`src/ifhe_pkg.sv`:
```
package ifhe_pkg;

    localparam int PAYLOAD_BYTES_DEF = 12;
    localparam int FLOAT_OFFSET_DEF  = 8;
    localparam int QUEUE_DEPTH       = 2;

    localparam int IDX_W  = 4;
    localparam int HEAD_W = 9;

    localparam logic [7:0] HDR_BYTE0 = 8'd250;
    localparam logic [7:0] HDR_BYTE1 = 8'd255;
    localparam logic [7:0] HDR_BYTE2 = 8'd50;
    localparam logic [7:0] HDR_BYTE3 = 8'd12;

    localparam logic [7:0] EXP_BIAS = 8'd127;
    localparam logic [7:0] EXP_SPECIAL = 8'hFF;
    // Biased exponent of 2^31; anything at or above it does not fit.
    localparam logic [7:0] EXP_LIMIT = 8'd158;
    localparam logic [7:0] EXP_TOP = 8'd157;

    localparam logic [HEAD_W:0] DEG_FULL = 10'd360;

    localparam int MAG_W         = 32;
    localparam int BITS_PER_STEP = 4;
    localparam int MOD_STEPS     = MAG_W / BITS_PER_STEP;
    localparam int STEP_CNT_W    = $clog2(MOD_STEPS);

    typedef logic [31:0] float_word_t;

    typedef struct packed {
        logic empty;
        logic full;
    } q_status_t;

endpackage

```
`src/imu_frame_heading_extractor_unit.sv`:
```
// Channel  | Ports                                  | Carries
// ---------+----------------------------------------+-------------------------------
// input    | s_valid, s_ready, s_rx_byte            | one received link byte
// result   | m_valid, m_ready, m_heading,           | one heading per frame, with
//          | m_out_of_range                         | the out of range flag
//
// The parser takes one byte per cycle and never waits on the converter except on the
// last payload byte of a frame, and then only while the frame queue is full.
// Each queued frame passes through the converter in order: one decode and shift step, then
// a fold of 4 bits at a time into the remainder modulo 360, then the output register.
// Synchronous active-low reset returns the parser to header search and empties the queue.
// A stalled result holds in the output register while the parser keeps accepting bytes.
module imu_frame_heading_extractor_unit #(
    parameter int PAYLOAD_BYTES = ifhe_pkg::PAYLOAD_BYTES_DEF,
    parameter int FLOAT_OFFSET  = ifhe_pkg::FLOAT_OFFSET_DEF
) (
    input  logic                        aclk,
    input  logic                        aresetn,
    input  logic                        s_valid,
    output logic                        s_ready,
    input  logic [7:0]                  s_rx_byte,
    output logic                        m_valid,
    input  logic                        m_ready,
    output logic [ifhe_pkg::HEAD_W-1:0] m_heading,
    output logic                        m_out_of_range
);

    ifhe_pkg::q_status_t   q_status;
    logic                  q_push;
    logic                  q_pop;
    ifhe_pkg::float_word_t q_push_data;
    ifhe_pkg::float_word_t q_pop_data;

    ifhe_parser #(
        .PAYLOAD_BYTES(PAYLOAD_BYTES),
        .FLOAT_OFFSET (FLOAT_OFFSET)
    ) u_parser (
        .aclk       (aclk),
        .aresetn    (aresetn),
        .s_valid    (s_valid),
        .s_ready    (s_ready),
        .s_rx_byte  (s_rx_byte),
        .q_status   (q_status),
        .q_push     (q_push),
        .q_push_data(q_push_data)
    );

    ifhe_queue #(
        .DEPTH(ifhe_pkg::QUEUE_DEPTH)
    ) u_queue (
        .aclk     (aclk),
        .aresetn  (aresetn),
        .push     (q_push),
        .push_data(q_push_data),
        .pop      (q_pop),
        .pop_data (q_pop_data),
        .status   (q_status)
    );

    ifhe_convert u_convert (
        .aclk          (aclk),
        .aresetn       (aresetn),
        .q_status      (q_status),
        .q_pop_data    (q_pop_data),
        .q_pop         (q_pop),
        .m_valid       (m_valid),
        .m_ready       (m_ready),
        .m_heading     (m_heading),
        .m_out_of_range(m_out_of_range)
    );

endmodule

```
`src/ifhe_queue.sv`:
```
module ifhe_queue #(
    parameter int DEPTH = ifhe_pkg::QUEUE_DEPTH
) (
    input  logic                  aclk,
    input  logic                  aresetn,
    input  logic                  push,
    input  ifhe_pkg::float_word_t push_data,
    input  logic                  pop,
    output ifhe_pkg::float_word_t pop_data,
    output ifhe_pkg::q_status_t   status
);

    localparam int AW = (DEPTH > 1) ? $clog2(DEPTH) : 1;
    localparam int CW = $clog2(DEPTH + 1);

    ifhe_pkg::float_word_t mem_reg [DEPTH];
    logic [AW-1:0] wr_ptr_reg, wr_ptr_next;
    logic [AW-1:0] rd_ptr_reg, rd_ptr_next;
    logic [CW-1:0] count_reg, count_next;
    logic          do_push, do_pop;

    assign status.empty = (count_reg == '0);
    assign status.full  = (count_reg == CW'(DEPTH));
    assign do_push      = push && !status.full;
    assign do_pop       = pop && !status.empty;
    assign pop_data     = mem_reg[rd_ptr_reg];

    always_comb begin
        wr_ptr_next = wr_ptr_reg;
        rd_ptr_next = rd_ptr_reg;
        count_next  = count_reg;
        if (do_push) begin
            wr_ptr_next = (wr_ptr_reg == AW'(DEPTH - 1)) ? '0 : wr_ptr_reg + 1'b1;
        end
        if (do_pop) begin
            rd_ptr_next = (rd_ptr_reg == AW'(DEPTH - 1)) ? '0 : rd_ptr_reg + 1'b1;
        end
        if (do_push && !do_pop) begin
            count_next = count_reg + 1'b1;
        end else if (do_pop && !do_push) begin
            count_next = count_reg - 1'b1;
        end
    end

    always_ff @(posedge aclk) begin
        if (!aresetn) begin
            wr_ptr_reg <= '0;
            rd_ptr_reg <= '0;
            count_reg  <= '0;
        end else begin
            wr_ptr_reg <= wr_ptr_next;
            rd_ptr_reg <= rd_ptr_next;
            count_reg  <= count_next;
        end
    end

    always_ff @(posedge aclk) begin
        if (do_push) begin
            mem_reg[wr_ptr_reg] <= push_data;
        end
    end

endmodule

```
`src/ifhe_parser.sv`:
```
module ifhe_parser #(
    parameter int PAYLOAD_BYTES = ifhe_pkg::PAYLOAD_BYTES_DEF,
    parameter int FLOAT_OFFSET  = ifhe_pkg::FLOAT_OFFSET_DEF
) (
    input  logic                  aclk,
    input  logic                  aresetn,
    input  logic                  s_valid,
    output logic                  s_ready,
    input  logic [7:0]            s_rx_byte,
    input  ifhe_pkg::q_status_t   q_status,
    output logic                  q_push,
    output ifhe_pkg::float_word_t q_push_data
);

    typedef enum logic [5:0] {
        PH_IDLE     = 6'b000001,
        PH_H1       = 6'b000010,
        PH_H2       = 6'b000100,
        PH_H3       = 6'b001000,
        PH_PAYLOAD  = 6'b010000,
        PH_CHECKSUM = 6'b100000
    } phase_t;

    localparam logic [ifhe_pkg::IDX_W-1:0] LAST_IDX = ifhe_pkg::IDX_W'(PAYLOAD_BYTES - 1);
    localparam logic [ifhe_pkg::IDX_W:0] FLOAT_LO = (ifhe_pkg::IDX_W + 1)'(FLOAT_OFFSET);
    localparam logic [ifhe_pkg::IDX_W:0] FLOAT_HI = (ifhe_pkg::IDX_W + 1)'(FLOAT_OFFSET + 4);

    phase_t                       phase_reg, phase_next;
    logic [ifhe_pkg::IDX_W-1:0]   idx_reg, idx_next;
    ifhe_pkg::float_word_t        float_reg, float_next;
    ifhe_pkg::float_word_t        float_shifted;
    logic                         accept;
    logic                         last_byte;
    logic                         in_window;
    phase_t                       restart;

    assign last_byte = (idx_reg >= LAST_IDX);
    assign in_window = ({1'b0, idx_reg} >= FLOAT_LO) && ({1'b0, idx_reg} < FLOAT_HI);
    assign float_shifted = in_window ? {float_reg[23:0], s_rx_byte} : float_reg;

    // Only the last payload byte of a frame needs room in the queue.
    assign s_ready = !((phase_reg == PH_PAYLOAD) && last_byte && q_status.full);
    assign accept  = s_valid && s_ready;

    assign q_push      = accept && (phase_reg == PH_PAYLOAD) && last_byte;
    assign q_push_data = float_shifted;

    // A byte that breaks the header may itself open a new frame.
    assign restart = (s_rx_byte == ifhe_pkg::HDR_BYTE0) ? PH_H1 : PH_IDLE;

    always_comb begin
        phase_next = phase_reg;
        idx_next   = idx_reg;
        float_next = float_reg;
        if (accept) begin
            case (phase_reg)
                PH_H1: begin
                    phase_next = (s_rx_byte == ifhe_pkg::HDR_BYTE1) ? PH_H2 : restart;
                end
                PH_H2: begin
                    phase_next = (s_rx_byte == ifhe_pkg::HDR_BYTE2) ? PH_H3 : restart;
                end
                PH_H3: begin
                    if (s_rx_byte == ifhe_pkg::HDR_BYTE3) begin
                        phase_next = PH_PAYLOAD;
                        idx_next   = '0;
                        float_next = '0;
                    end else begin
                        phase_next = restart;
                    end
                end
                PH_PAYLOAD: begin
                    float_next = float_shifted;
                    if (last_byte) begin
                        idx_next   = '0;
                        phase_next = PH_CHECKSUM;
                    end else begin
                        idx_next = idx_reg + 1'b1;
                    end
                end
                PH_CHECKSUM: begin
                    phase_next = PH_IDLE;
                end
                default: begin
                    phase_next = restart;
                end
            endcase
        end
    end

    always_ff @(posedge aclk) begin
        if (!aresetn) begin
            phase_reg <= PH_IDLE;
            idx_reg   <= '0;
            float_reg <= '0;
        end else begin
            phase_reg <= phase_next;
            idx_reg   <= idx_next;
            float_reg <= float_next;
        end
    end

endmodule

```
`src/ifhe_convert.sv`:
```
module ifhe_convert (
    input  logic                          aclk,
    input  logic                          aresetn,
    input  ifhe_pkg::q_status_t           q_status,
    input  ifhe_pkg::float_word_t         q_pop_data,
    output logic                          q_pop,
    output logic                          m_valid,
    input  logic                          m_ready,
    output logic [ifhe_pkg::HEAD_W-1:0]   m_heading,
    output logic                          m_out_of_range
);

    typedef enum logic [2:0] {
        B_IDLE = 3'b001,
        B_MOD  = 3'b010,
        B_OUT  = 3'b100
    } back_state_t;

    localparam int HW = ifhe_pkg::HEAD_W;

    back_state_t                          state_reg, state_next;
    logic [ifhe_pkg::MAG_W-1:0]           mag_reg, mag_next;
    logic [HW-1:0]                        rem_reg, rem_next;
    logic [ifhe_pkg::STEP_CNT_W-1:0]      cnt_reg, cnt_next;
    logic                                 neg_reg, neg_next;
    logic                                 oor_reg, oor_next;
    logic [HW-1:0]                        head_reg, head_next;

    logic [7:0]                           expf;
    logic [4:0]                           shamt;
    logic [30:0]                          mag_shifted;
    logic                                 is_special;
    logic                                 is_small;
    logic                                 is_big;
    logic [HW-1:0]                        rem_step;
    logic [HW:0]                          trial;
    logic [HW-1:0]                        rem_fix;

    assign expf        = q_pop_data[30:23];
    assign is_special  = (expf == ifhe_pkg::EXP_SPECIAL);
    assign is_small    = (expf < ifhe_pkg::EXP_BIAS);
    assign is_big      = (expf >= ifhe_pkg::EXP_LIMIT);
    // The mantissa sits left-justified in 31 bits, so the integer part is a right shift.
    assign shamt       = 5'(ifhe_pkg::EXP_TOP - expf);
    assign mag_shifted = {1'b1, q_pop_data[22:0], 7'b0} >> shamt;

    // Four bits of the magnitude enter the running remainder per cycle.
    always_comb begin
        rem_step = rem_reg;
        trial    = '0;
        for (int i = 0; i < ifhe_pkg::BITS_PER_STEP; i++) begin
            trial = {rem_step, mag_reg[ifhe_pkg::MAG_W-1-i]};
            if (trial >= ifhe_pkg::DEG_FULL) begin
                trial = trial - ifhe_pkg::DEG_FULL;
            end
            rem_step = trial[HW-1:0];
        end
    end

    assign rem_fix = (neg_reg && rem_step != '0)
                   ? HW'(ifhe_pkg::DEG_FULL - {1'b0, rem_step}) : rem_step;

    assign q_pop = (state_reg == B_IDLE) && !q_status.empty;

    always_comb begin
        state_next = state_reg;
        mag_next   = mag_reg;
        rem_next   = rem_reg;
        cnt_next   = cnt_reg;
        neg_next   = neg_reg;
        oor_next   = oor_reg;
        head_next  = head_reg;
        case (state_reg)
            B_IDLE: begin
                if (!q_status.empty) begin
                    mag_next   = (is_special || is_small || is_big)
                               ? '0 : {1'b0, mag_shifted};
                    oor_next   = is_special || (!is_small && is_big);
                    neg_next   = q_pop_data[31];
                    rem_next   = '0;
                    cnt_next   = '0;
                    state_next = B_MOD;
                end
            end
            B_MOD: begin
                mag_next = mag_reg << ifhe_pkg::BITS_PER_STEP;
                rem_next = rem_step;
                cnt_next = cnt_reg + 1'b1;
                if (cnt_reg == ifhe_pkg::STEP_CNT_W'(ifhe_pkg::MOD_STEPS - 1)) begin
                    head_next  = rem_fix;
                    state_next = B_OUT;
                end
            end
            B_OUT: begin
                if (m_ready) begin
                    state_next = B_IDLE;
                end
            end
            default: begin
                state_next = B_IDLE;
            end
        endcase
    end

    always_ff @(posedge aclk) begin
        if (!aresetn) begin
            state_reg <= B_IDLE;
            cnt_reg   <= '0;
        end else begin
            state_reg <= state_next;
            cnt_reg   <= cnt_next;
        end
    end

    always_ff @(posedge aclk) begin
        mag_reg  <= mag_next;
        rem_reg  <= rem_next;
        neg_reg  <= neg_next;
        oor_reg  <= oor_next;
        head_reg <= head_next;
    end

    assign m_valid        = (state_reg == B_OUT);
    assign m_heading      = head_reg;
    assign m_out_of_range = oor_reg;

endmodule

```
`config.mk`:
```
export PLATFORM = sky130hd
export DESIGN_NAME = imu_frame_heading_extractor_unit
export DESIGN_NICKNAME = d
export VERILOG_FILES = /design/src/ifhe_pkg.sv /design/src/imu_frame_heading_extractor_unit.sv /design/src/ifhe_queue.sv /design/src/ifhe_parser.sv /design/src/ifhe_convert.sv
export SDC_FILE = /design/constraint.sdc
export NUM_CORES = 1
export LEC_CHECK = 0
export BUFFER_PORTS_ARGS = -buffer_cell sky130_fd_sc_hd__buf_2
export CAP_MARGIN = 20
export CORE_AREA = 2 2 131 133
export DETAILED_ROUTE_END_ITERATION = 10
export DIE_AREA = 0 0 133 135
export PLACE_DENSITY = 0.75
export SLEW_MARGIN = 0
export SYNTH_ARGS = -nofsm -noshare
export SYNTH_HDL_FRONTEND = slang
export SYNTH_HIERARCHICAL = 1
export SYNTH_SLANG_ARGS = --single-unit
export TNS_END_PERCENT = 10
```
`constraint.sdc`:
```
create_clock -name aclk -period 6.7 [get_ports aclk]
set_input_delay 2.01 -clock aclk [delete_from_list [all_inputs] [get_ports aclk]]
set_output_delay 2.01 -clock aclk [all_outputs]
set_load 0.05 [all_outputs]
```
==> impl_results.md, run 1 <==
- Final antenna-violating net count: 0
- Hold path start: u_parser/idx_reg[0]
- Area leader, netlist: edfxtp_1
- Ys Warns: 6
- Reg2reg start: u_convert/rem_reg[2]
- Pwr per Cell Area: slightly below 200 mW/mm^2
- H-tree depth: 4
- Synth cell types: 85
- Num ports: 24
- Longest Clk Path Bufs: 2
- Mapped Nets: 914
- Area of the mapped netlist: 0.00968 mm^2
- WP data required: between 6 and 7 ns
- Main combinational cell family by area after synthesis: compound AO/OA/AOI/OAI gates
- Filler Cell Count: 1284
- Min Clock Period, post-route: 5.39 ns
- Worst Hold Class: flop to flop
- DIE AREA: about 0.018 mm^2
- Relative slew slack: 0.314
- Post-synth EDFFs: 116
- Met2 Use GR: 0.402
- Max reg flops: 64
- Post-CTS Setup Repair Bufs: 0
- Via count: 7089
- Yosys top cell area share: 0.360
- CP Launch Type: flop
- Cell count after synthesis: roughly 900
- Crit share post-route: 0.805
- Worst VDD drop: 0.193 mV
- Compound-cell area share of the yosys netlist: 0.157
- Worst Setup End Kind: flop
- Clk root buf: clkbuf_16
- Total routed wirelength: 20600 um
- Final core occ: 0.640
- Leak: 3.66 nW
- Reg2Reg Depth: 15
- Top-count cell post-synth: edfxtp_1
- Non-filler cells, final: 1127
- Clk_lat worst skew: 0.43 ns
- Maximum number of pins on one net before global-route repair: 57
- Via-to-Cell Ratio: 6.29
- Initial Utilization: 0.590
- RePlAce Congestion: 0.858
- Hpwl dp: roughly 14000 um
- Top_reg_cell synth: edfxtp_1
- PnR worst setup slack: 1.31 ns
- Cts bufs inserted: 17
- Crit path DAT: about 5.6 ns
- Met3 GRT Util: 0.0458
- Rows: 47
- 1st-iter DRT viols: around 630
- Max-cap violations: 0
- Area Overhead vs Synth: 8.40%
- Seq/Total Area, Yosys: 0.469
- Crit-path cells: inv_1 > ha_1 > and2_1 > o211ai_1 > mux2i_1 > o31ai_4 > mux2i_1 > o221ai_1 > o32ai_1 > o22ai_2 > o21bai_1 > mux2i_4 > xnor2_2 > o21ai_1 > mux2_1
- Finish-stage setup viols: 0
- Final Slew Violations: 0
- Congestion Overflow GR: 0
- Power Total: 2.03 mW
- F_max: about 190 MHz
- Final Cell Area: roughly 0.010 mm^2
- Vias in the first global route: 6748
- Clock transition at path regs: roughly 0.07 ns
- CTS Sinks: 169
- CP Class: flop to flop
- First-pass GRT wire length: between 30000 and 40000 um
- Diode count: 0
- Synth Area per Inst: 10.8 um^2
- Cells after DPL: 1093
- Cts repair resizes: 0
- Post-Synth XOR/XNOR Area: 0.0242
- Grt met1 use: 0.310
- R2r setup slk: approximately 1.3 ns
- Top delay family on crit path: compound AO/OA/AOI/OAI gates
- Post-synthesis adder-cell area fraction: 0.0111
- Core ar.: 0.0164 mm^2
- Port bufs: 23
- Die Y: 135 um
- Setup TNS: 0 ns
- GRT Max-Usage Layer: met2
- DRC Markers: 0
- Slew of the pin with the lowest slew margin: about 1 ns
- RR Endpoint: u_convert/m_heading[1]
- Fin nets: 913
- Synth top cells by count: edfxtp_1 (116), mux2_2 (66), nand2_1 (62)
- Status: finished, final reports clean
- Setup slack at placement: ~1.3 ns
- First-pass DRT Iterations: 5
- Fin Hold WS: 0.487 ns
- Clk_skew: around 0.0096 ns
- Die W: between 100 and 150 um
- Most used cell along the critical path: mux2i_1
- Critical Path Slowest Stage Cell: o21bai_1
- Cells on Worst Hold Path: 2
- Ys async rst share: 0
- Tot GR Track Use: 0.237
- Wirelength per Cell: 18.3 um
- Largest cells by area after synthesis: edfxtp_1 (36%), dfxtp_1 (11%), mux2_2 (7.7%)
- WHS Endpoint: u_parser/idx_reg[0]
- Unrepaired setup endpoints after global routing: false
- Initial antenna violation count: 0
- Area post-placement: between 0.009 and 0.01 mm^2
- Critical path depth: 15
- CP max stage delay: 0.84 ns
- Post-synthesis mux area share: 0.153
- CTS tree: built
- Hold-fix buffers, CTS: 0
- Synth Register Bits: 169
- Share of post-route cells with drive strength above 1: 0.185
- Synth Area in Simple Gates: 0.152
- Critical path fanouts, max: 10
- Buf/Inv on CP: 1
- Final Hold Fails: 0
==> report_power, final <==
| part | switching, mW | total [mW] | leakage [nW] | internal [mW] |
|---|---|---|---|---|
| Combinational | 0.0118 | 0.0209 | 1.80 | 0.00905 |
| Sequential | 0.00105 | 1.10 | 1.60 | 1.10 |
| Clock | 0.423 | 0.906 | 0.269 | 0.483 |
==> worst max-delay path by stage <==
stage	from	to	slack, ns
after floorplan	u_convert/rem_reg[2]	u_convert/m_heading[1]	2.23
after global placement	u_convert/rem_reg[2]	u_convert/m_heading[8]	1.62
after detailed placement	u_convert/rem_reg[2]	u_convert/m_heading[1]	1.35
after CTS	u_convert/rem_reg[2]	u_convert/m_heading[1]	1.30
after global routing	u_convert/rem_reg[2]	u_convert/m_heading[1]	0.87
final	u_convert/rem_reg[2]	u_convert/m_heading[1]	1.31
==> final cells by class <==
class,count,area (um^2),area share
multi-input combinational,649,4820,0.460
sequential,169,4540,0.433
clock buffer,18,429,0.0409
tap,220,275,0.0262
timing repair buffer,40,240,0.0229
clock inverter,14,119,0.0113
inverter,17,63.8,0.00608
==> worst register-to-register path: stages (launching register included) <==
cell	delay, ns
edfxtp_1	0.55
inv_1	0.13
ha_1	0.30
and2_1	0.19
o211ai_1	0.21
mux2i_1	0.21
o31ai_4	0.55
mux2i_1	0.41
o221ai_1	0.21
o32ai_1	0.29
o22ai_2	0.17
o21bai_1	0.84
mux2i_4	0.39
xnor2_2	0.15
o21ai_1	0.21
mux2_1	0.34
==> logic make-up after synthesis <==
group | Yosys count
AOI/OAI and AO/OA | 211
DFF | 169
and+or+nand+nor | 282
muxes | 122
adders and majority gates | 9
xor gates and xnor gates | 25
buffers and inverters | 77
==> placed cells by master (no fill, tap or decap), types with 10 or more instances in the layout <==
| cell | instances |
|---|---|
| nor2b_1 | 47 |
| nor2_1 | 60 |
| xor2_1 | 10 |
| a211oi_1 | 11 |
| nor3_1 | 19 |
| mux4_2 | 12 |
| o21ai_0 | 42 |
| a22oi_1 | 35 |
| edfxtp_1 | 116 |
| dfxtp_1 | 53 |
| nand3_1 | 17 |
| xnor2_1 | 13 |
| mux2i_1 | 35 |
| and2_1 | 15 |
| nand2_1 | 62 |
| nand2b_1 | 12 |
| buf_4 | 16 |
| buf_2 | 23 |
| clkbuf_16 | 17 |
| mux2_2 | 66 |
| inv_1 | 15 |
| a21oi_1 | 31 |
==> layer usage <==
metal | routed length [um] | part of all wire
met1 | 9210 | 0.45
met3 | 1150 | 0.056
met2 | 9890 | 0.48
met5 | 0 | 0
met4 | 344 | 0.017
Power figures use the tool's default switching activity.
==> run 2: changes to the inputs <==
--- a/config.mk
+++ b/config.mk
@@ -7,9 +7,9 @@
 export LEC_CHECK = 0
 export BUFFER_PORTS_ARGS = -buffer_cell sky130_fd_sc_hd__buf_2
 export CAP_MARGIN = 20
-export CORE_AREA = 2 2 131 133
+export CORE_AREA = 2 2 134 136
 export DETAILED_ROUTE_END_ITERATION = 10
-export DIE_AREA = 0 0 133 135
+export DIE_AREA = 0 0 136 138
 export PLACE_DENSITY = 0.75
 export SLEW_MARGIN = 0
 export SYNTH_ARGS = -nofsm -noshare
==> constraint.sdc (replaced) <==
create_clock -name aclk -period 4.95 [get_ports aclk]
set_input_delay 1.485 -clock aclk [delete_from_list [all_inputs] [get_ports aclk]]
set_output_delay 1.485 -clock aclk [all_outputs]
set_load 0.05 [all_outputs]
==> impl_results.md, run 2 (synthesis results as in run 1) <==
- Status: finished, final reports clean
- CP Class: flop to flop
- Non-filler cells, final: 1144 (+1.5%)
- PnR worst setup slack: 0.298 ns (-1.01 ns)
- First-pass GRT wire length: 33900 um (+0.18%)
- DIE AREA: 0.0188 mm^2 (+4.5%)
- Die W: 136 um (+2.3%)
- Port bufs: 23 (unchanged)
- Clk_lat worst skew: 0.43 ns (about the same)
- Worst Setup End Kind: flop
- Via-to-Cell Ratio: 6.18 (-1.8%)
- F_max: 215 MHz (+16%)
- Switching part of the total power: 0.210 (-0.00479)
- Rows: 49 (+4.3%)
- Worst VDD drop: 0.253 mV (+31%)
- Cells on Worst Hold Path: 2 (unchanged)
- Initial antenna violation count: 0 (unchanged)
- H-tree depth: 4 (unchanged)
- Longest Clk Path Bufs: 2 (unchanged)
- RR Endpoint: u_convert/m_heading[1]
- Wirelength per Cell: 18.0 um (-1.5%)
- Reg power frac: 0.505 (-0.038)
- Area Overhead vs Synth: 10.2%
- Vias in the first global route: 6714 (-0.50%)
- Relative slew slack: 0.340 (+0.0255)
- WP data required: 5.13 ns (-1.74 ns)
- Maximum number of pins on one net before global-route repair: 57 (unchanged)
- Hold-fix buffers, CTS: 0 (unchanged)
- Reg2Reg Depth: 17 (+2)
- DRC Markers: 0 (unchanged)
- Final Hold Fails: 0 (unchanged)
- Hpwl dp: 13900 um (-2.1%)
- CTS tree: built
- CTS Sinks: 169 (unchanged)
- Unrepaired setup endpoints after global routing: false
- Initial Utilization: 0.552 (-0.0379)
- Commonest non-fill, non-tap cells in the layout: edfxtp_1 (116), mux2_2 (66), nand2_1 (62), nor2_1 (60), dfxtp_1 (53)
- Setup TNS: 0 ns (unchanged)
- First-pass DRT Iterations: 5 (unchanged)
- RePlAce Congestion: 0.856 (-0.21%)
- Max reg flops: 64 (unchanged)
- Via count: 7066 (-0.32%)
- 1st-iter DRT viols: 632 (+0.96%)
- Switch Pwr: 621 uW (+42%)
- Min Clock Period, post-route: 4.65 ns (-0.739 ns)
- Clock transition at path regs: 0.07 ns (about the same)
- Critical path fanouts, max: 10 (unchanged)
- Finish-stage setup viols: 0 (unchanged)
- Core ar.: 0.0175 mm^2 (+6.9%)
- Worst Setup EP: u_convert/m_heading[1]
- R2r setup slk: 0.30 ns (-1.01 ns)
- Pwr per Cell Area: 277 mW/mm^2 (+43%)
- Clk root buf: clkbuf_16
- Combinational share of power: 0.009 (about the same)
- Max-cap violations: 0 (unchanged)
- Crit share post-route: 0.940 (+0.135)
- Fin nets: 921 (+0.88%)
- Critical Path Source: u_convert/rem_reg[3]
- Final core occ: 0.608 (-0.0312)
- Leak: 3.74 nW (+2.3%)
- Crit path DAT: 4.83 ns (-0.73 ns)
- Total routed wirelength: 20600 um (about the same)
- Final antenna-violating net count: 0 (unchanged)
- Tot GR Track Use: 0.226 (-0.0109)
- Num ports: 24 (unchanged)
- Clk_skew: 0.00741 ns (-0.00216 ns)
- Cells after DPL: 1108 (+1.4%)
- Diode count: 0 (unchanged)
- Final Slew Violations: 0 (unchanged)
- Cts bufs inserted: 17 (unchanged)
- Area post-placement: 0.00999 mm^2 (+0.57%)
- Worst Hold Class: flop to flop
- Power Internal: 2.33 mW (+47%)
- Congestion Overflow GR: 0 (unchanged)
- Reg2reg start: u_convert/rem_reg[3]
- CP Launch Type: flop
- Die Y: 138 um (+2.2%)
- Setup slack at placement: 0.141 ns (-1.21 ns)
- Clk pwr share: 0.486 (+0.039)
- Slew of the pin with the lowest slew margin: 0.987 ns (-0.0395 ns)
- Final Cell Area: 0.0107 mm^2 (+1.7%)
- Share of post-route cells with drive strength above 1: 0.196 (+0.0104)
- Commonest non-fill, non-tap cell in the layout: edfxtp_1
==> run 2: changes by cell type in the layout (fill, tap and decap cells not counted) <==
cell / before / now
a311oi_1: 2 / 1
a311oi_2: 0 / 1
buf_4: 16 / 25
bufinv_16: 0 / 3
clkbuf_1: 1 / 0
clkbuf_2: 1 / 0
clkbuf_8: 0 / 1
clkinv_1: 2 / 1
clkinv_2: 2 / 0
clkinv_4: 4 / 1
inv_4: 1 / 0
inv_6: 2 / 4
inv_8: 2 / 4
==> run 2: worst min-delay path by stage <==
| stage | slack, ns | from | end |
|---|---|---|---|
| floorplan | 0.45 | u_convert/mag_reg[28] | u_convert/m_heading[0] |
| global placement | 0.47 | u_parser/idx_reg[0] | u_parser/idx_reg[0] |
| detailed placement | 0.47 | u_parser/idx_reg[0] | u_parser/idx_reg[0] |
| CTS | 0.48 | u_parser/idx_reg[0] | u_parser/idx_reg[0] |
| global route | 0.51 | u_parser/idx_reg[0] | u_parser/idx_reg[0] |
| finish | 0.48 | u_parser/idx_reg[0] | u_parser/idx_reg[0] |
==> run 2: per-stage QoR <==
| stage | power, mW | hold slack, ns |
|---|---|---|
| floorplan | 1.54 | 0.451 |
| global placement | 1.55 | 0.470 |
| detailed placement | 1.55 | 0.474 |
| CTS | 2.97 | 0.485 |
| global route | 3.04 | 0.508 |
| finish | 2.96 | 0.484 |
==> run 2: layer usage <==
| layer | vias to the layer above | GRT usage | routed length (um) |
|---|---|---|---|
| met5 | - | 0 | 0 |
| met4 | 0 | 0.0861 | 511 |
| met3 | 41 | 0.0407 | 787 |
| met2 | 194 | 0.364 | 10100 |
| met1 | 3418 | 0.305 | 9190 |
| li1 | 3413 | - | - |
==> run 2: critical path, cell delays in order (launching register included) <==
cell and delay (ns):
edfxtp_1 0.43, inv_1 0.07, ha_1 0.26, nand3b_1 0.27, mux2i_1 0.18, a22oi_2 0.41, o31ai_4 0.18, buf_4 0.18
o211a_2 0.26, nor3_1 0.24, nor3_2 0.09, a221o_1 0.39, o21bai_1 0.18, buf_4 0.19, o31ai_1 0.29, nand3_1 0.22
o21ai_1 0.20, mux2_1 0.33
==> run 2: final cells by class <==
type | count | area, um^2
clock inverters | 14 | 203
well taps | 229 | 287
flip-flops and latches | 169 | 4540
fillers | 1460 | 6870
repair buffers | 48 | 303
clock buffers | 18 | 439
multi-input cells | 649 | 4830
inverters | 17 | 63.8
==> run 2: repair_timing <==
action                     CTS  global route
gates resized for setup      0             1
setup endpoints to repair    0             5
buffers inserted             0             3
==> run 2: power groups by stage <==
stage	clock network, mW	registers [mW]	logic (mW)
floorplan	0	1.52	0.0162
global placement	0	1.52	0.0277
detailed placement	0	1.52	0.0281
CTS	1.45	1.49	0.0281
global route	1.52	1.49	0.0304
finish	1.44	1.49	0.0276
